===== src/sv/gcd_pkg.sv =====
`timescale 1ns / 1ps
package gcd_pkg;

	// field widths of the ports
	localparam int ANG_W     = 29;
	localparam int DIFF_W    = 30;
	localparam int RAD_W     = 24;
	localparam int ARC_W     = 30;
	localparam int WORD_W    = 64;

	// square root datapath: 61 result bits, 122 bit remainder
	localparam int SQ_ROOT_W = 61;
	localparam int SQ_REM_W  = 122;

	localparam int ATAN_SLOTS = 48;

	localparam logic [RAD_W-1:0] RADIUS_RESET = 24'd6371000;
	localparam logic [ARC_W-1:0] ARC_MAX      = 30'h3FFF_FFFF;
	localparam logic signed [WORD_W-1:0] Q60_ONE     = 64'sh1000_0000_0000_0000;
	localparam logic signed [WORD_W-1:0] Q60_NEG_ONE = -64'sh1000_0000_0000_0000;

	// x, y and angle of one rotation stage
	typedef struct packed {
		logic signed [WORD_W-1:0] x;
		logic signed [WORD_W-1:0] y;
		logic signed [WORD_W-1:0] z;
	} cordic_t;

	// partial remainder and root of the digit-by-digit square root
	typedef struct packed {
		logic [SQ_REM_W-1:0]  rem;
		logic [SQ_ROOT_W-1:0] root;
	} sqrt_t;

	// elaboration-time helpers for the constant tables

	// restoring division, used on constants only
	function automatic logic [63:0] udiv64(logic [63:0] n, logic [63:0] d);
		logic [64:0] rem;
		logic [63:0] quo;
		int k;
		rem = '0;
		quo = '0;
		for (k = 63; k >= 0; k--) begin
			rem = {rem[63:0], n[k]};
			if (rem >= {1'b0, d}) begin
				rem = rem - {1'b0, d};
				quo[k] = 1'b1;
			end
		end
		return quo;
	endfunction

	// low 64 bits of (a * b) >> sh
	function automatic logic [63:0] mul_shr(logic [63:0] a, logic [63:0] b, int sh);
		logic [127:0] p;
		p = {64'd0, a} * {64'd0, b};
		p = p >> sh;
		return p[63:0];
	endfunction

	// alternating arctangent series, d2 of zero keeps the first term only
	function automatic logic [63:0] atan_series(logic [63:0] first, logic [63:0] d2);
		logic [63:0] acc;
		logic [63:0] p;
		logic [63:0] term;
		logic [63:0] k;
		logic        done;
		acc  = '0;
		p    = first;
		k    = '0;
		done = 1'b0;
		while (p != 64'd0 && !done) begin
			term = udiv64(p, 2 * k + 64'd1);
			if (k[0])
				acc = acc - term;
			else
				acc = acc + term;
			if (d2 == 64'd0) begin
				done = 1'b1;
			end else begin
				p = udiv64(p, d2);
				k = k + 64'd1;
			end
		end
		return acc;
	endfunction

	// pi in Q62 by the Machin formula
	function automatic logic [63:0] calc_pi_q62();
		logic [63:0] a;
		logic [63:0] b;
		a = atan_series(udiv64(64'd1 << 62, 64'd5), 64'd25);
		b = atan_series(udiv64(64'd1 << 62, 64'd239), 64'd57121);
		return (a << 4) - (b << 2);
	endfunction

	localparam logic [63:0] PI_Q62         = calc_pi_q62();
	localparam logic [63:0] DEG_TO_RAD_Q64 = udiv64(PI_Q62, 64'd45);
	localparam logic signed [WORD_W-1:0] PI_Q60      = signed'(PI_Q62 >> 2);
	localparam logic signed [WORD_W-1:0] HALF_PI_Q60 = signed'(PI_Q62 >> 3);

	// atan(2^-i) in Q60
	function automatic logic [63:0] atan_q60(int i);
		logic [63:0] first;
		logic [63:0] d2;
		if (i == 0)
			return PI_Q62 >> 4;
		first = (i <= 62) ? (64'd1 << (62 - i)) : 64'd0;
		d2    = (i < 32) ? (64'd1 << (2 * i)) : 64'd0;
		return (atan_series(first, d2) + 64'd2) >> 2;
	endfunction

	// inverse gain of a rotation chain, Newton steps toward 1/sqrt(prod)
	function automatic logic [63:0] inv_gain_q60(int stages);
		logic [63:0] prod;
		logic [63:0] g;
		logic [63:0] u;
		logic [63:0] three;
		int n;
		int i;
		prod  = 64'd1 << 60;
		g     = 64'd3 << 58;
		three = 64'd3 << 60;
		n = (stages > ATAN_SLOTS) ? ATAN_SLOTS : stages;
		if (n < 0)
			n = 0;
		for (i = 0; i < n; i++) begin
			if (2 * i < 64)
				prod = prod + (prod >> (2 * i));
		end
		for (i = 0; i < 10; i++) begin
			u = mul_shr(prod, mul_shr(g, g, 60), 60);
			if (u >= three)
				g = g >> 1;
			else
				g = mul_shr(g, three - u, 61);
		end
		return g;
	endfunction

endpackage


===== src/sv/gcd_deg2rad.sv =====
`timescale 1ns / 1ps
module gcd_deg2rad #(
	parameter int AFB = 20
) (
	input  logic                                  clk,
	input  logic                                  en,
	input  logic signed [gcd_pkg::DIFF_W-1:0]     ang,
	output logic signed [gcd_pkg::WORD_W-1:0]     th
);

	localparam logic [63:0] FULL  = 64'd360 << AFB;
	localparam logic [63:0] HALF  = 64'd180 << AFB;
	localparam logic [63:0] SPAN  = 64'd1 << (gcd_pkg::DIFF_W - 1);
	localparam bit          WRAP  = HALF < SPAN;
	localparam logic [63:0] RMAX  = WRAP ? HALF : SPAN;
	localparam int          MAGW  = $clog2(RMAX + 64'd1);
	localparam logic [31:0] C_LO  = gcd_pkg::DEG_TO_RAD_Q64[31:0];
	localparam logic [31:0] C_HI  = gcd_pkg::DEG_TO_RAD_Q64[63:32];

	logic [MAGW-1:0] mag_s3;
	logic            neg_s3;

	generate
		if (WRAP) begin : g_wrap
			// (ang + half) mod full by reciprocal multiply, offset keeps it positive
			localparam logic [63:0] K    = (SPAN + FULL - 64'd1) / FULL;
			localparam logic [63:0] OFF  = K * FULL + HALF;
			localparam logic [63:0] UMAX = SPAN - 64'd1 + OFF;
			localparam int          UW   = $clog2(UMAX + 64'd1);
			localparam int          L    = $clog2(FULL);
			localparam int          S    = UW + L;
			localparam logic [63:0] M    = ((64'd1 << S) + FULL - 64'd1) / FULL;
			localparam int          MW   = $clog2(M + 64'd1);
			localparam int          QW   = $clog2(UMAX / FULL + 64'd1);
			localparam logic [UW-1:0] FULL_U = FULL[UW-1:0];
			localparam logic [L:0]    HALF_L = HALF[L:0];

			logic [UW-1:0]    u_s1;
			logic [UW-1:0]    u_s2;
			logic [UW+MW-1:0] prod_s2;
			logic [63:0]      u_c;
			logic [QW-1:0]    q_c;
			logic [UW-1:0]    rmod_c;
			logic [L:0]       r_c;

			assign u_c    = 64'(ang) + OFF;
			assign q_c    = prod_s2[S +: QW];
			assign rmod_c = u_s2 - UW'(q_c) * FULL_U;
			assign r_c    = {1'b0, rmod_c[L-1:0]} - HALF_L;

			always_ff @(posedge clk) begin
				if (en) begin
					u_s1    <= u_c[UW-1:0];
					u_s2    <= u_s1;
					prod_s2 <= (UW+MW)'(u_s1) * (UW+MW)'(M[MW-1:0]);
					neg_s3  <= r_c[L];
					mag_s3  <= MAGW'(r_c[L] ? -r_c : r_c);
				end
			end
		end else begin : g_pass
			// angle already within half a turn
			logic signed [gcd_pkg::DIFF_W-1:0] d_s1;
			logic signed [gcd_pkg::DIFF_W-1:0] d_s2;

			always_ff @(posedge clk) begin
				if (en) begin
					d_s1   <= ang;
					d_s2   <= d_s1;
					neg_s3 <= d_s2[gcd_pkg::DIFF_W-1];
					mag_s3 <= MAGW'(d_s2[gcd_pkg::DIFF_W-1] ? -d_s2 : d_s2);
				end
			end
		end
	endgenerate

	// degrees to radians, constant split in two 32 bit halves
	logic [MAGW+31:0] plo_s4;
	logic [MAGW+31:0] phi_s4;
	logic             neg_s4;
	logic [127:0]     full_c;
	logic [63:0]      m_c;
	logic signed [gcd_pkg::WORD_W-1:0] th_s5;

	assign full_c = (128'(phi_s4) << 32) + 128'(plo_s4);
	assign m_c    = full_c[AFB+4 +: 64];

	always_ff @(posedge clk) begin
		if (en) begin
			plo_s4 <= (MAGW+32)'(mag_s3) * (MAGW+32)'(C_LO);
			phi_s4 <= (MAGW+32)'(mag_s3) * (MAGW+32)'(C_HI);
			neg_s4 <= neg_s3;
			th_s5  <= neg_s4 ? -signed'(m_c) : signed'(m_c);
		end
	end

	assign th = th_s5;

endmodule


===== config.mk =====
export PLATFORM = sky130hd
export DESIGN_NAME = gcd_deg2rad
export DESIGN_NICKNAME = d
export VERILOG_FILES = /design/src/sv/gcd_pkg.sv /design/src/sv/gcd_deg2rad.sv
export SDC_FILE = /design/constraint.sdc
export NUM_CORES = 2
export LEC_CHECK = 0
export BUFFER_PORTS_ARGS = -buffer_cell sky130_fd_sc_hd__buf_2
export CAP_MARGIN = 5
export CORE_MARGIN = 3
export CORE_UTILIZATION = 60
export CTS_CLUSTER_DIAMETER = 120
export DETAILED_ROUTE_END_ITERATION = 16
export GPL_TIMING_DRIVEN = 1
export HOLD_SLACK_MARGIN = 0.06
export PLACE_DENSITY = 0.76
export SETUP_SLACK_MARGIN = 0.2
export SLEW_MARGIN = 20
export SYNTH_ARGS = -nofsm -noshare
export SYNTH_HDL_FRONTEND = slang
export SYNTH_SLANG_ARGS = --single-unit

===== constraint.sdc =====
create_clock -name clk -period 20.6 [get_ports clk]
set_input_delay 2.06 -clock clk [delete_from_list [all_inputs] [get_ports clk]]
set_output_delay 2.06 -clock clk [all_outputs]
set_load 0.02 [all_outputs]

== Word-level counts from Yosys, hierarchy flattened ==
Cells that the tools add are included.
Operators by class
  $add $sub $neg: 6
  multiply operators: 4
  divide/modulo/power cells: 0
  magnitude comparators: 0
  eq/ne operators: 0
  shift-type cells: 0
  muxes and demuxes: 2
  bitwise logic cells: 0
  reduce and logical (&&, ||, !) cells: 0
Operators by type and width (number)
  87-bit by 60-bit adder with 88-bit output: 1
  64-bit two-way mux: 1
  64-bit negation: 1
  31-bit by 32-bit multiplier with 62-bit output, second input constant: 1
  28-bit by 32-bit multiplier with 60-bit output, second input constant: 1
  28-bit by 24-bit multiplier with 52-bit output, second input constant: 1
  30-bit by 31-bit adder with 31-bit output, second input constant: 1
  29-bit by 28-bit subtractor with 30-bit output, second input constant: 1
  29-bit subtractor: 1
  28-bit two-way mux: 1
  28-bit negation: 1
  2-bit by 6-bit multiplier with 6-bit output, second input constant: 1
Word-level totals
  bits in registers: 328
  bits in latches: 0
  memory bits (writable): 0
  ROM bits: 0
  memories kept: 0

== Logic depth before layout (Yosys ltp) ==
  depth in word-level cells: 5
  mapped depth: 28
  depth with buffers taken out: 27

== Least setup slack after synthesis ==
Ideal clock, no wire load.
  kind: flip-flop to flip-flop
  from: reg mag_s3[8]
  to: reg plo_s4[53], data pin
  setup time: 265 ps
  arrival: 6681 ps
  required time: 20335 ps
  path slack: 13654 ps
  cell stages (with the launch flop): 25
  buffers on the path: 1
  clock period less this slack: 6946 ps
  path through: edfxtp_1 fa_1 inv_1 fa_1 inv_1 fa_1 fa_1 inv_1 fa_1 fa_1 inv_1 fa_1 ha_1 clkbuf_1 a21o_1 a21o_1 a21oi_1 o21ai_0 a221oi_1 nand2_1 a21oi_1 o211ai_1 a21oi_1 o21ai_0 xor2_1
On the way
  word-level cells in the longest chain between the ends: 1
RTL lines
  start: declaration: RTL line gcd_deg2rad.sv:20  | logic [MAGW-1:0] mag_s3;
  start signal: assignment: RTL line gcd_deg2rad.sv:57  | mag_s3 <= MAGW'(r_c[L] ? -r_c : r_c);
  28-bit by 32-bit multiplier with 60-bit output: RTL line gcd_deg2rad.sv:89  | plo_s4 <= (MAGW+32)'(mag_s3) * (MAGW+32)'(C_LO);
  end signal: assignment: RTL line gcd_deg2rad.sv:89
  end: declaration: RTL line gcd_deg2rad.sv:77  | logic [MAGW+31:0] plo_s4;
No other way between the ends.
A chain may end at the register's enable or synchronous reset.

== Worst setup path in the final report ==
  from: reg mag_s3[12]
  to: reg phi_s4[53], data pin
On the way
  word-level cells in the longest chain between the ends: 1
RTL lines
  28-bit by 24-bit multiplier with 52-bit output: RTL line gcd_deg2rad.sv:90  | phi_s4 <= (MAGW+32)'(mag_s3) * (MAGW+32)'(C_HI);
  end signal: assignment: RTL line gcd_deg2rad.sv:90
  end: declaration: RTL line gcd_deg2rad.sv:78  | logic [MAGW+31:0] phi_s4;
No other way between the ends.

==> flow_summary.ini <==
[critical_path]
required_ns = 20.91
r2r_setup_slack_ns = 12.28
reg2reg_from = mag_s3[12]$_DFFE_PP_
cp_max_fo = 16
rr_worst_depth = 23
crit_type = register to register
r2r_end = phi_s4[53]$_DFFE_PP_
endpoint = phi_s4[53]$_DFFE_PP_
startpoint_type = register
crit_path_end_kind = register
arrival_ns = 8.63
crit_start = mag_s3[12]$_DFFE_PP_

[clock_tree]
clock_latency_ns = 0.59
numCtsBuffers = 35
cts-htree-levels = 2
cts_root_buffer = clkbuf_16
hold_buffers = 0
clk_path_buf_depth = 3
path_clk_slew_ns = 0.06
cts_num_sinks = 244
cts_tree = yes
post_cts_buffers = 0
cts_resized = 0

[synth]
ys_ff_latch = 244
ys_async_sr_fraction_pct = 0
syn_area_per_cell_um2 = 10.6
synth_nets = 6390
ys.warnings.count = 0
synthSimpleGateAreaFrac_pct = 5.33
synth_edf_count = 244
synth_top_family_by_area = adder cells
syn-cell-area_um2 = 49000
synthMuxAreaShare_pct = 0.0204
ys_seq_area_share_pct = 15.0
synth_adder_area_share_pct = 57.7
synth_compound_area_share_pct = 7.19
synth_cell_types = 91
synth_ff_type = edfxtp_1
synth_xor_area_share_pct = 4.06
synthCells = 4619

[drt]
drt-vias-per-instance = 5.66
wl_per_cell_um = 23.5
drt-pass1-iter-count = 5
initialDrtViolationCount = 2414
antenna_left = 0
vias = 32900
drc = 0
routed_wl_mm = 136

[grt]
use_met3_pct = 4.38
grt.busiest_layer = met2
grt_use_total_pct = 33.3
grt_max_degree = 140
grt_use_met2_pct = 56.2
grt_pass1_wl_mm = 211
grt-ovfl-total = 0
first_global_vias = 35400
antenna_found_initial = 0
grt_use_met1_pct = 42.6

[finish]
syn_to_final_growth_pct = 5.82
fin_cells = 5811
final_common_cell = inv_1
drive_gt1_share_pct = 4.44
nets = 6496
fin_area_um2 = 51800
diodes = 0
final_cell_mix = 1347 x inv_1, 870 x ha_1, 869 x fa_1

[sta]
period_minus_slack_ns = 8.32
post-route-period-util_pct = 40.4
slew_headroom_pct = 24.8
rsz0062_at_grt = false
max_clock_freq_ghz = 0.120
final.setup.tns_ns = 0
hold_ws_ns = 0.428
hold_viol = 0
finClkSkew_ns = 0.0573
worst_pin_slew_ns = 1.12
setup_violations = 0
slew_viol_final = 0

[die]
die_y_um = 292
core.rowCount = 104
io_pins = 96
die_w_um = 292
coreArea_um2 = 80700
initial_core_util_pct = 60.7
dieArea_um2 = 85100

[status]
outcome = finished, final reports clean

[place]
placed_cell_area_um2 = 50700
place.gp.congestion = 0.999
dp_hpwl_mm = 120
dp.cells = 5748
portBuffers = 95

[hold_path]
hold_class = register to register

[run]
max_cap_violations = 0
-- layer usage --
layer,vias to the layer above,part of all wire (%),wire (µm)
met5,-,0,0
met4,0,6.1,8310
met3,291,5.4,7370
met2,1084,48,65900
met1,16600,40,54800
li1,14900,-,-
-- per-stage QoR --
stage	util, %	worst slack [ns]
2_1_floorplan	-	13.65
3_3_place_gp	62.9	12.46
3_5_place_dp	62.9	12.42
4_1_cts	64.2	12.39
5_1_grt	64.2	12.01
6_report	64.2	12.28
-- flip-flops by register name, indices dropped and copies added (netlist names) --
register,flops
neg_s3,1
g_wrap.u_s1,31
phi_s4,48
plo_s4,40
neg_s4,1
mag_s3,28
th,64
g_wrap.u_s2,29
g_wrap.prod_s2,2
-- cells in the mapped netlist, types with 22 or more instances --
| cell type | n | share of area (%) |
|---|---|---|
| clkbuf_1 | 22 | 0.17 |
| xor2_1 | 72 | 1.3 |
| nor3_1 | 47 | 0.48 |
| and3_1 | 24 | 0.31 |
| ha_1 | 870 | 22 |
| edfxtp_1 | 244 | 15 |
| nand3_1 | 54 | 0.55 |
| o21ai_0 | 94 | 0.96 |
| xnor2_1 | 153 | 2.7 |
| nand4_1 | 35 | 0.45 |
| o31ai_1 | 24 | 0.37 |
| o21bai_1 | 27 | 0.41 |
| inv_1 | 1347 | 10 |
| a21oi_1 | 153 | 1.6 |
| nand2_1 | 116 | 0.89 |
| fa_1 | 869 | 36 |
| nor2_1 | 88 | 0.67 |
| a21o_1 | 81 | 1.2 |
-- cell type report --
type,count,area [µm²]
Sequential cell,244,7330
Timing Repair Buffer,109,603
Clock inverter,24,186
Tap cell,1060,1330
Multi-Input combinational cell,2987,36400
Clock buffer,39,912
Inverter,1348,5060
Fill cell,6552,28900
-- worst max-delay path, cell delays in order, from the launching register on --
cell and delay [ns]:
edfxtp_1 1.00, ha_1 0.35, inv_1 0.16, fa_1 0.63, inv_1 0.06, ha_1 0.32
fa_1 0.51, inv_1 0.05, fa_1 0.47, inv_1 0.05, fa_1 0.51, fa_1 0.49
ha_1 0.40, a21oi_1 0.18, o21bai_1 0.08, a211oi_1 0.27, o21bai_1 0.12, a22o_1 0.25
o21ai_0 0.88, a311oi_1 0.38, o211a_1 0.33, o2111ai_1 0.26, o211ai_1 0.14, xor2_1 0.15
-- how the worst min path moves through the flow --
stage	startpoint	to	slack (ns)	cells after the start
2_1_floorplan	neg_s3$_DFFE_PP_	neg_s4$_DFFE_PP_	0.40	0
3_3_place_gp	neg_s3$_DFFE_PP_	neg_s4$_DFFE_PP_	0.41	0
3_5_place_dp	neg_s3$_DFFE_PP_	neg_s4$_DFFE_PP_	0.42	0
4_1_cts	neg_s3$_DFFE_PP_	neg_s4$_DFFE_PP_	0.43	0
5_1_grt	neg_s3$_DFFE_PP_	neg_s4$_DFFE_PP_	0.45	0
6_report	neg_s3$_DFFE_PP_	neg_s4$_DFFE_PP_	0.43	0
-- cells by family (layout without fill, tap and decap cells) --
kind of cell / Yosys count / count (layout)
AO/OA/AOI/OAI: 528 / 528
XOR/XNOR: 226 / 226
adder cells (fa/ha/maj): 1739 / 1739
buffers and inverters: 1388 / 1520
flip-flops: 244 / 244
multiplexers: 1 / 1
AND/OR/NAND/NOR: 493 / 493
Power is not shown: default switching activity piles up to over one toggle a cycle in this logic, so the estimate is an artifact.
