==> src/sv/gcd_pkg.sv <==
`timescale 1ns / 1ps
package gcd_pkg;

	// field widths of the ports
	localparam int ANG_W     = 29;
	localparam int DIFF_W    = 30;
	localparam int RAD_W     = 24;
	localparam int ARC_W     = 30;
	localparam int WORD_W    = 64;

	// square root datapath: 61 result bits, 122 bit remainder
	localparam int SQ_ROOT_W = 61;
	localparam int SQ_REM_W  = 122;

	localparam int ATAN_SLOTS = 48;

	localparam logic [RAD_W-1:0] RADIUS_RESET = 24'd6371000;
	localparam logic [ARC_W-1:0] ARC_MAX      = 30'h3FFF_FFFF;
	localparam logic signed [WORD_W-1:0] Q60_ONE     = 64'sh1000_0000_0000_0000;
	localparam logic signed [WORD_W-1:0] Q60_NEG_ONE = -64'sh1000_0000_0000_0000;

	// x, y and angle of one rotation stage
	typedef struct packed {
		logic signed [WORD_W-1:0] x;
		logic signed [WORD_W-1:0] y;
		logic signed [WORD_W-1:0] z;
	} cordic_t;

	// partial remainder and root of the digit-by-digit square root
	typedef struct packed {
		logic [SQ_REM_W-1:0]  rem;
		logic [SQ_ROOT_W-1:0] root;
	} sqrt_t;

	// elaboration-time helpers for the constant tables

	// restoring division, used on constants only
	function automatic logic [63:0] udiv64(logic [63:0] n, logic [63:0] d);
		logic [64:0] rem;
		logic [63:0] quo;
		int k;
		rem = '0;
		quo = '0;
		for (k = 63; k >= 0; k--) begin
			rem = {rem[63:0], n[k]};
			if (rem >= {1'b0, d}) begin
				rem = rem - {1'b0, d};
				quo[k] = 1'b1;
			end
		end
		return quo;
	endfunction

	// low 64 bits of (a * b) >> sh
	function automatic logic [63:0] mul_shr(logic [63:0] a, logic [63:0] b, int sh);
		logic [127:0] p;
		p = {64'd0, a} * {64'd0, b};
		p = p >> sh;
		return p[63:0];
	endfunction

	// alternating arctangent series, d2 of zero keeps the first term only
	function automatic logic [63:0] atan_series(logic [63:0] first, logic [63:0] d2);
		logic [63:0] acc;
		logic [63:0] p;
		logic [63:0] term;
		logic [63:0] k;
		logic        done;
		acc  = '0;
		p    = first;
		k    = '0;
		done = 1'b0;
		while (p != 64'd0 && !done) begin
			term = udiv64(p, 2 * k + 64'd1);
			if (k[0])
				acc = acc - term;
			else
				acc = acc + term;
			if (d2 == 64'd0) begin
				done = 1'b1;
			end else begin
				p = udiv64(p, d2);
				k = k + 64'd1;
			end
		end
		return acc;
	endfunction

	// pi in Q62 by the Machin formula
	function automatic logic [63:0] calc_pi_q62();
		logic [63:0] a;
		logic [63:0] b;
		a = atan_series(udiv64(64'd1 << 62, 64'd5), 64'd25);
		b = atan_series(udiv64(64'd1 << 62, 64'd239), 64'd57121);
		return (a << 4) - (b << 2);
	endfunction

	localparam logic [63:0] PI_Q62         = calc_pi_q62();
	localparam logic [63:0] DEG_TO_RAD_Q64 = udiv64(PI_Q62, 64'd45);
	localparam logic signed [WORD_W-1:0] PI_Q60      = signed'(PI_Q62 >> 2);
	localparam logic signed [WORD_W-1:0] HALF_PI_Q60 = signed'(PI_Q62 >> 3);

	// atan(2^-i) in Q60
	function automatic logic [63:0] atan_q60(int i);
		logic [63:0] first;
		logic [63:0] d2;
		if (i == 0)
			return PI_Q62 >> 4;
		first = (i <= 62) ? (64'd1 << (62 - i)) : 64'd0;
		d2    = (i < 32) ? (64'd1 << (2 * i)) : 64'd0;
		return (atan_series(first, d2) + 64'd2) >> 2;
	endfunction

	// inverse gain of a rotation chain, Newton steps toward 1/sqrt(prod)
	function automatic logic [63:0] inv_gain_q60(int stages);
		logic [63:0] prod;
		logic [63:0] g;
		logic [63:0] u;
		logic [63:0] three;
		int n;
		int i;
		prod  = 64'd1 << 60;
		g     = 64'd3 << 58;
		three = 64'd3 << 60;
		n = (stages > ATAN_SLOTS) ? ATAN_SLOTS : stages;
		if (n < 0)
			n = 0;
		for (i = 0; i < n; i++) begin
			if (2 * i < 64)
				prod = prod + (prod >> (2 * i));
		end
		for (i = 0; i < 10; i++) begin
			u = mul_shr(prod, mul_shr(g, g, 60), 60);
			if (u >= three)
				g = g >> 1;
			else
				g = mul_shr(g, three - u, 61);
		end
		return g;
	endfunction

endpackage

==> src/sv/gcd_sqrt_cell.sv <==
`timescale 1ns / 1ps
module gcd_sqrt_cell #(
	parameter int B = 60
) (
	input  logic           clk,
	input  logic           en,
	input  gcd_pkg::sqrt_t din,
	output gcd_pkg::sqrt_t dout
);

	logic [gcd_pkg::SQ_REM_W-1:0] trial;
	logic                         ge;
	gcd_pkg::sqrt_t               nxt;
	gcd_pkg::sqrt_t               data_s1;

	// try result bit B: need rem >= 2*root*2^B + 2^(2B)
	always_comb begin
		trial = (gcd_pkg::SQ_REM_W'(din.root) << (B + 1))
			| (gcd_pkg::SQ_REM_W'(1) << (2 * B));
		ge = din.rem >= trial;
		nxt.rem  = ge ? din.rem - trial : din.rem;
		nxt.root = din.root | (gcd_pkg::SQ_ROOT_W'(ge) << B);
	end

	always_ff @(posedge clk) begin
		if (en)
			data_s1 <= nxt;
	end

	assign dout = data_s1;

endmodule

==> config.mk <==
export PLATFORM = sky130hd
export DESIGN_NAME = gcd_sqrt_cell
export DESIGN_NICKNAME = d
export VERILOG_FILES = /design/src/sv/gcd_pkg.sv /design/src/sv/gcd_sqrt_cell.sv
export SDC_FILE = /design/constraint.sdc
export NUM_CORES = 1
export LEC_CHECK = 0
export BUFFER_PORTS_ARGS = -buffer_cell sky130_fd_sc_hd__buf_2
export CORE_ASPECT_RATIO = 0.7
export CORE_MARGIN = 4
export CORE_UTILIZATION = 45
export DETAILED_ROUTE_END_ITERATION = 6
export GPL_ROUTABILITY_DRIVEN = 0
export MAX_ROUTING_LAYER = met4
export PLACE_DENSITY = 0.71
export SLEW_MARGIN = 20
export SYNTH_ARGS = -nofsm -noshare
export SYNTH_HDL_FRONTEND = slang
export SYNTH_SLANG_ARGS = --single-unit
==> constraint.sdc <==
create_clock -name clk -period 7.72 [get_ports clk]
set_input_delay 1.158 -clock clk [delete_from_list [all_inputs] [get_ports clk]]
set_output_delay 1.158 -clock clk [all_outputs]
set_load 0.02 [all_outputs]
======== Word level (Yosys, flattened, before mapping) ========
Cells that the tools add are included.
word-level totals
  output and inout port bits .............. 183
  register bits ........................... 183
  word-level logic and storage cells ...... 6
operators by class
  muxes and demuxes ....................... 1
  magnitude comparators ................... 1
  bitwise logic cells ..................... 1
  $add $sub $neg .......................... 1
operators with widths
  cell               number
  $ge 122x122->1     1
  $mux 122           1
  $sub 122x122->122  1
  $or 61x61->61      1

======== Logic depth before layout (Yosys ltp) ========
Gate-level depths: netlist of the first run.
  word-level depth ........................ 2
  gate-level depth with buffers ........... 14

======== Worst setup path before layout of the first run ========
OpenSTA, ideal clock, no wires.
  path type ............................... input to register
  start ................................... input din[6] in the netlist's numbering
  end ..................................... register data_s1 (netlist bit dout[174]) (data pin)
  data required time ...................... 7.460 ns
  slack ................................... 3.492 ns
  library setup time ...................... 0.260 ns
  cell stages on the path ................. 13
  arrival ................................. 3.968 ns
  path through ............................ inv_1 ha_1 a211oi_1 nor2_1 o21a_1 o311ai_2 a21oi_1 or2_4 a31oi_4 o31ai_4 o31ai_4 buf_6 mux2_2
RTL lines
  item                  RTL line             source
  start, declared       gcd_sqrt_cell.sv:7   input gcd_pkg::sqrt_t din,
  end signal, assigned  gcd_sqrt_cell.sv:27  data_s1 <= nxt;
  end, declared         gcd_sqrt_cell.sv:14  gcd_pkg::sqrt_t data_s1;

==> flow_summary_export.csv, run 1 <==
group,metric,value,unit
timing,rsz0062_at_grt,"false",
detailed_routing,via_count,8373,
timing,slew_headroom,34.7,%
floorplan,core,22000,µm²
worst_setup_path,crit_slowest_cell,"o31ai_4",
timing,fmax,0.196,GHz
global_route,antenna_found_initial,1,
clock_network,cts_root_buffer,"clkbuf_16",
clock_network,post_cts_resized,0,
finish,final_cell_mix,"buf_2 (366), edfxtp_1 (183), inv_1 (70)",
worst_setup_path,cpPeakStageDelay,0.73,ns
synthesis,syn-cell-area,10200,µm²
worst_setup_path,cp_max_fo,47,
run,cap_violations,0,
clock_network,hold_buffers,0,
synthesis,async_reset_ff_share,0,%
min_path,hp-start,"din[112]",
synthesis,synth_seq_cells,183,
finish,syn2layout_area_growth,26.4,%
synthesis,synth_area_leaders,"edfxtp_1 (54%), ha_1 (7.3%), mux2_2 (6.2%)",
floorplan,ios,368,
timing,whs,0.904,ns
global_route,first_global_vias,8274,
pwr,switching_power,0.885,mW
timing,report.final.slew_viol_count,0,
clock_network,cts_made_buffers,17,
global_route,grt_pass1_wl,46600,µm
global_route,grt-ovfl-total,0,
synthesis,ys.flop_type,"edfxtp_1",
min_path,worstHoldPathType,"in -> reg",
pwr,power.share.switching,31.0,%
pwr,ir_drop,0.000155,V
finish,final_common_cell,"buf_2",
timing,final-setup-viol-count,0,
outcome,status,"finished clean",
finish,layout.nets,1472,
pwr,clock_power_share,31.9,%
timing,fin_crit_sh,66.2,%
floorplan,row_count,45,
detailed_routing,dr.pass1.iters,5,
floorplan,die-area,25200,µm²
clock_network,clk_pin_slew,0.08,ns
synthesis,synth_top_area_share,53.7,%
finish,drive_gt1_share,38.0,%
floorplan,die_w,188,µm
synthesis,yosysWarnings,0,
floorplan,die_height,134,µm
synthesis,syn-num-nets,1111,
clock_network,htree_levels,4,
timing,min_period,5.11,ns
timing,finalHoldViolations,0,
synthesis,ys_seq_area_share,53.7,%
finish,post-route-util,58.7,%
finish,largest_reg_flops,183,
worst_setup_path,startpoint_type,"input port",
worst_setup_path,end_kind,"flop",
pwr,combPwrFrac,25.0,%
detailed_routing,drtIter0Drc,784,
worst_setup_path,startpoint,"din[4]",
detailed_routing,ant_nets,0,
worst_setup_path,path_cells,"buf_2 -> inv_1 -> ha_1 -> a21o_1 -> a31oi_1 -> a21oi_1 -> o311ai_2 -> a21oi_1 -> or2_4 -> a31oi_4 -> o31ai_4 -> o31ai_4 -> buf_4 -> mux2_2",
worst_setup_path,path_buf_inv,3,
detailed_routing,routed_wl,31100,µm
worst_setup_path,path_delay_family,"compound AO/OA/AOI/OAI gates",
worst_setup_path,required,7.91,ns
pwr,internal_power,1.97,mW
timing,finalSetupTns,0,ns
synthesis,yosysTopAreaCell,"edfxtp_1",
pwr,powerDensity,221,nW/µm²
clock_network,clock_path_buffers,2,
synthesis,syn_avg_cell_area,11.8,µm²
global_route,grt_max_degree,109,
pwr,power,2.85,mW
worst_setup_path,worstPathArrival,5.30,ns
synthesis,synth_edf_count,183,
pwr,p_leak,5.80,nW
synthesis,netlist-cell-type-count,64,
detailed_routing,viasPerCell,5.42,
detailed_routing,routedWlPerCell,20.1,µm
timing,worst_pin_slew,0.971,ns
floorplan,start_util,46.4,%
placed_design,portBuffers,367,
synthesis,netlist_instances,865,
clock_network,cts_setup_buffers,0,
placed_design,hpwl,24500,µm
clock_network,cts_tree,"done",
pwr,p_seq_share,43.1,%
detailed_routing,drc,0,
global_route,grtUsageTotal,24.5,%
worst_setup_path,critical_path_class,"in -> reg",
finish,nFillCells,1871,
clock_network,cts.sinks,183,
power groups by stage:
stage	combinational (mW)	clock [mW]	sequential, mW
2_1_floorplan	0.327	0	1.38
3_3_place_gp	0.700	0	1.25
3_5_place_dp	0.707	0	1.25
4_1_cts	0.713	0.930	1.23
5_1_grt	0.772	0.972	1.24
6_report	0.715	0.910	1.23
synth_stat cells, types with 16 or more instances:
library cell / count
ha_1: 60
mux2_2: 56
edfxtp_1: 183
xnor2_1: 30
nor2_1: 42
xor2_1: 24
nand4_1: 25
nor4_1: 18
nand2_1: 59
clkbuf_1: 16
a21o_1: 40
o21ai_0: 32
a21oi_1: 69
inv_1: 70
cell families (layout without fill, tap and decap cells):
kind of cell               Yosys count  in the layout  share of synthesized area (%)
muxes                               60             60                           6.57
xor gates and xnor gates            54             54                           4.63
and+or+nand+nor                    200            200                           9.83
adders and majority gates           61             61                           7.54
AOI/OAI and AO/OA                  210            210                           13.6
other                                0              1                              0
DFF                                183            183                           53.7
buffers and inverters               97            471                           4.06
final timing paths:
kind | end | slack (ns) | depth (start not counted)
min | dout[112] | 0.90 | 1
max | dout[167] | 2.61 | 14
layout make-up:
class                   count  area (µm²)  share of cell area, %
multi-input cells         585        4310                   33.4
flip-flops and latches    183        5500                   42.5
clock inverters            15         183                   1.41
repair buffers            369        1860                   14.4
inverters                  70         263                   2.03
clock buffers              17         425                   3.29
well taps                 305         382                   2.95
diodes                      1        2.50                 0.0194
routing by layer:
metal	track usage, %	vias up	share of wire (%)
met4	6.40	0	2.0
met3	5.85	36	8.5
li1	-	3984	-
met1	33.2	3962	44
met2	37.5	391	45
met5	-	-	0
metrics by stage:
step | setup slack (ns) | instances | area (µm²)
after floorplan | 3.49 | 865 | 10200
after global placement | 2.22 | 1512 | 12300
after detailed placement | 2.18 | 1512 | 12300
after CTS | 2.60 | 1544 | 12900
after global routing | 2.32 | 1545 | 12900
final | 2.61 | 1545 | 12900
Power figures use the tool's default switching activity.
==> inputs of run 2 (changes only) <==
--- a/config.mk
+++ b/config.mk
@@ -12,7 +12,7 @@
 export DETAILED_ROUTE_END_ITERATION = 6
 export GPL_ROUTABILITY_DRIVEN = 0
 export MAX_ROUTING_LAYER = met4
-export PLACE_DENSITY = 0.71
+export PLACE_DENSITY = 0.73
 export SLEW_MARGIN = 20
 export SYNTH_ARGS = -nofsm -noshare
 export SYNTH_HDL_FRONTEND = slang
==> constraint.sdc (replaced) <==
create_clock -name clk -period 4.4 [get_ports clk]
set_input_delay 0.66 -clock clk [delete_from_list [all_inputs] [get_ports clk]]
set_output_delay 0.66 -clock clk [all_outputs]
set_load 0.02 [all_outputs]
==> flow_summary_export.csv, run 2 (same netlist as run 1, synthesis figures left out) <==
group,metric,value,unit
timing,final-setup-viol-count,0,
global_route,first_global_vias,8194,
timing,fmax,0.261,GHz
worst_setup_path,crit_slowest_cell,"nor4_1",
run,cap_violations,0,
global_route,grtUsageMet2,38.5,%
timing,fin_crit_sh,87.0,%
placed_design,hpwl,24700,µm
worst_setup_path,worstPathArrival,4.03,ns
global_route,grtUsageTotal,24.6,%
worst_setup_path,critical_path_class,"in -> reg",
timing,slew_headroom,31.6,%
finish,layout.nets,1480,
clock_network,cts.sinks,183,
finish,final_cell_mix,"buf_2 (366), edfxtp_1 (183), inv_1 (70)",
pwr,powerDensity,380,nW/µm²
timing,worst_pin_slew,1.02,ns
floorplan,die_height,134,µm
clock_network,htree_levels,4,
detailed_routing,routedWlPerCell,20.0,µm
worst_setup_path,required,4.60,ns
clock_network,cts_tree,"done",
global_route,grt-ovfl-total,0,
min_path,hp-start,"din[59]",
detailed_routing,drtIter0Drc,675,
floorplan,die-area,25200,µm²
timing,report.final.slew_viol_count,0,
timing,finalHoldViolations,0,
detailed_routing,via_count,8381,
finish,drive_gt1_share,38.3,%
floorplan,ios,368,
global_route,met3_usage,5.70,%
worst_setup_path,end_kind,"flop",
global_route,grt_pass1_wl,46800,µm
clock_network,cts_root_buffer,"clkbuf_16",
finish,post-route-util,59.0,%
detailed_routing,drc,0,
timing,rsz0062_at_grt,"false",
timing,finalSetupTns,0,ns
clock_network,clock_path_buffers,2,
worst_setup_path,path_cells,"buf_2 -> ha_1 -> inv_1 -> fa_1 -> a21o_1 -> a221oi_2 -> nor4_1 -> o211a_1 -> o2111ai_1 -> a21oi_1 -> o2111ai_1 -> o21a_1 -> xnor2_1 -> mux2_2",
placed_design,portBuffers,367,
detailed_routing,viasPerCell,5.39,
finish,syn2layout_area_growth,27.0,%
finish,largest_reg_flops,183,
min_path,worstHoldPathType,"in -> reg",
floorplan,core,22000,µm²
finish,nFillCells,1844,
clock_network,clk_pin_slew,0.08,ns
min_path,whs_path_depth,1,
worst_setup_path,cp_max_fo,4,
detailed_routing,ant_nets,0,
finish,final_common_cell,"buf_2",
clock_network,cts_made_buffers,17,
global_route,grt_use_met1,32.6,%
detailed_routing,dr.pass1.iters,5,
outcome,status,"finished clean",
min_path,whs_endpoint,"dout[59]",
worst_setup_path,cp_common_cell,"o2111ai_1",
worst_setup_path,cpPeakStageDelay,0.78,ns
global_route,grt_max_degree,107,
timing,min_period,3.83,ns
pwr,ir_drop,0.000248,V
pwr,p_leak,5.83,nW
clock_network,cts_setup_buffers,0,
floorplan,start_util,46.4,%
floorplan,row_count,45,
clock_network,hold_buffers,0,
global_route,antenna_found_initial,4,
global_route,grt.busiest_layer,"met2",
floorplan,die_w,188,µm
clock_network,post_cts_resized,0,
detailed_routing,routed_wl,31200,µm
worst_setup_path,startpoint_type,"input port",
-- run 2: cell count changes in the layout (fill, tap and decap cells not counted), moves of 2 or more --
| cell | delta |
|---|---|
| buf_12 | +3 |
| diode_2 | +2 |
| bufinv_16 | -2 |
| buf_4 | +5 |
-- run 2: metal layers --
metal  wire [µm]  share of wire, %  up-vias
li1            -                 -     3996
met1       14000                45     3981
met2       14300                46      366
met3        2330               7.5       38
met4         559               1.8        0
met5           0                 0        -
-- run 2: worst max-delay path: cells and delay by family --
kind / cells / cell delay (ns)
multiplexers: 1 / 0.25
adder cells (fa/ha/maj): 2 / 0.44
XOR/XNOR: 1 / 0.12
AO/OA/AOI/OAI: 7 / 1.58
buffers and inverters: 2 / 0.19
AND/OR/NAND/NOR: 1 / 0.78
-- run 2: worst max-delay path by stage --
stage | from | endpoint | slack [ns] | cells after the start
floorplan | din[6] | dout[174] | 0.67 | 13
global placement | din[6] | dout[150] | 0.31 | 14
detailed placement | din[6] | dout[152] | 0.25 | 14
CTS | din[6] | dout[158] | 0.70 | 14
global route | din[33] | dout[134] | 0.46 | 15
finish | din[0] | dout[178] | 0.57 | 14
-- run 2: per-stage QoR --
stage	cells	setup slack (ns)	power (mW)	hold WS (ns)	cell area [µm²]
2_1_floorplan	865	0.670	2.99	0.759	10200
3_5_place_dp	1520	0.246	3.45	0.848	12400
4_1_cts	1552	0.700	4.96	0.380	13000
5_1_grt	1555	0.457	5.14	0.379	13000
3_3_place_gp	1520	0.314	3.44	0.845	12400
6_report	1555	0.570	4.94	0.397	13000
-- run 2: final cells by class --
type / count / area, µm² / share of cell area (%)
sequential: 183 / 5500 / 42.3
multi-input combinational: 585 / 4310 / 33.2
timing repair buffer: 377 / 1960 / 15.1
clock buffer: 18 / 429 / 3.30
tap: 305 / 382 / 2.94
inverter: 70 / 263 / 2.02
clock inverter: 14 / 138 / 1.06
antenna: 3 / 7.51 / 0.0578
-- run 2: power breakdown --
group,switching [mW],internal (mW)
combinational,0.779,0.489
sequential,0.0416,2.12
clock,0.757,0.753
total,1.58,3.36
==> inputs of run 3 (changes only) <==
--- a/config.mk
+++ b/config.mk
@@ -9,11 +9,13 @@
 export CORE_ASPECT_RATIO = 0.7
 export CORE_MARGIN = 4
 export CORE_UTILIZATION = 45
+export CTS_BUF_LIST = sky130_fd_sc_hd__clkbuf_4 sky130_fd_sc_hd__clkbuf_8
 export DETAILED_ROUTE_END_ITERATION = 6
 export GPL_ROUTABILITY_DRIVEN = 0
 export MAX_ROUTING_LAYER = met4
-export PLACE_DENSITY = 0.73
+export PLACE_DENSITY = 0.81
 export SLEW_MARGIN = 20
 export SYNTH_ARGS = -nofsm -noshare
 export SYNTH_HDL_FRONTEND = slang
 export SYNTH_SLANG_ARGS = --single-unit
+export TNS_END_PERCENT = 10
==> flow_summary_export.csv, run 3 (same netlist as run 1, synthesis figures left out) <==
group,metric,value,unit
finish,drive_gt1_share,38.7,%
clock_network,cts_root_buffer,"clkbuf_8",
finish,final_cell_mix,"buf_2 (366), edfxtp_1 (183), inv_1 (70)",
finish,multi_input_area,4310,µm²
global_route,antenna_found_initial,10,
pwr,combPwrFrac,27.1,%
timing,rsz0062_at_grt,"false",
pwr,clock_power_share,26.9,%
global_route,grt_max_degree,116,
outcome,status,"finished with violations",
clock_network,cts.sinks,183,
finish,largest_reg_flops,183,
worst_setup_path,cp_max_fo,4,
pwr,switching_power,1.55,mW
detailed_routing,routed_wl,32300,µm
clock_network,clock_path_buffers,2,
floorplan,start_util,46.4,%
detailed_routing,dr.pass1.iters,7,
pwr,internal_power,3.15,mW
timing,finalSetupTns,0,ns
worst_setup_path,required,4.65,ns
pwr,power.share.switching,33.0,%
finish,seqCellArea,5500,µm²
worst_setup_path,end_kind,"flop",
pwr,powerDensity,365,nW/µm²
placed_design,portBuffers,367,
global_route,grt-ovfl-total,0,
worst_setup_path,path_cells,"buf_2 -> inv_1 -> ha_1 -> inv_1 -> fa_1 -> a21o_1 -> a221oi_2 -> nor4_1 -> o211a_1 -> o2111ai_1 -> a21oi_1 -> o2111ai_1 -> o21a_1 -> xnor2_1 -> mux2_2",
clock_network,cts_setup_buffers,0,
min_path,worstHoldPathType,"in -> reg",
detailed_routing,drtIter0Drc,896,
outcome,violations,"design-rule violations",
detailed_routing,routedWlPerCell,20.7,µm
timing,report.final.slew_viol_count,0,
detailed_routing,viasPerCell,5.52,
clock_network,clk_pin_slew,0.11,ns
timing,final-setup-viol-count,0,
finish,nFillCells,1880,
floorplan,ios,368,
worst_setup_path,path_delay_family,"compound AO/OA/AOI/OAI gates",
clock_network,cts_tree,"done",
worst_setup_path,startpoint_type,"input port",
timing,fin_crit_sh,89.0,%
worst_setup_path,cpPeakStageDelay,0.84,ns
worst_setup_path,crit_slowest_cell,"nor4_1",
finish,layout.nets,1484,
clock_network,cts_made_buffers,17,
floorplan,die_w,188,µm
worst_setup_path,worstPathArrival,4.16,ns
timing,worst_pin_slew,1.10,ns
finish,syn2layout_area_growth,25.9,%
floorplan,die_height,134,µm
floorplan,die-area,25200,µm²
pwr,p_leak,5.79,nW
floorplan,row_count,45,
run,cap_violations,0,
detailed_routing,via_count,8626,
global_route,grt_pass1_wl,48100,µm
finish,final_common_cell,"buf_2",
worst_setup_path,critical_path_class,"in -> reg",
pwr,ir_drop,0.000332,V
floorplan,core,22000,µm²
global_route,grtUsageTotal,25.4,%
timing,finalHoldViolations,0,
placed_design,hpwl,25600,µm
global_route,first_global_vias,8364,
clock_network,post_cts_resized,0,
detailed_routing,drc,2,
clock_network,hold_buffers,0,
clock_network,htree_levels,4,
detailed_routing,ant_nets,0,
timing,slew_headroom,25.7,%
timing,min_period,3.92,ns
finish,post-route-util,58.5,%
pwr,p_seq_share,46.0,%
worst_setup_path,path_buf_inv,3,
timing,fmax,0.255,GHz
run 3: worst paths after layout:
| path | slack (ns) | from | cells past startpoint | to |
|---|---|---|---|---|
| worst max-delay path | 0.48 | din[122] | 15 | dout[178] |
| worst min-delay path | 0.35 | din[59] | 1 | dout[59] |
run 3: layout make-up:
cell class,count,area share (%)
flip-flops and latches,183,42.7
multi-input cells,585,33.5
repair buffers,381,15.2
well taps,305,2.96
inverters,70,2.04
clock buffers,17,1.82
clock inverters,15,1.60
diodes,7,0.136
run 3: per-stage QoR:
stage,instances,setup slack [ns],area (µm²),hold WS [ns],power (mW)
after floorplan,865,0.670,10200,0.759,2.99
after detailed placement,1524,0.0610,12400,0.839,3.46
after global placement,1524,0.161,12400,0.837,3.43
after global routing,1563,0.362,12900,0.307,4.91
after CTS,1556,0.587,12900,0.309,4.73
final,1563,0.484,12900,0.348,4.70
run 3: power groups by stage:
stage	Sequential, mW	Clock (mW)	Combinational, mW
2_1_floorplan	2.42	0	0.575
3_3_place_gp	2.20	0	1.23
3_5_place_dp	2.20	0	1.26
4_1_cts	2.16	1.30	1.27
5_1_grt	2.18	1.37	1.37
6_report	2.16	1.26	1.27
run 3: routing by layer:
metal / GRT usage [%] / part of all wire, %
met1: 31.7 / 40
met2: 40.8 / 48
met3: 7.88 / 9.8
met4: 5.91 / 1.8
met5: - / 0
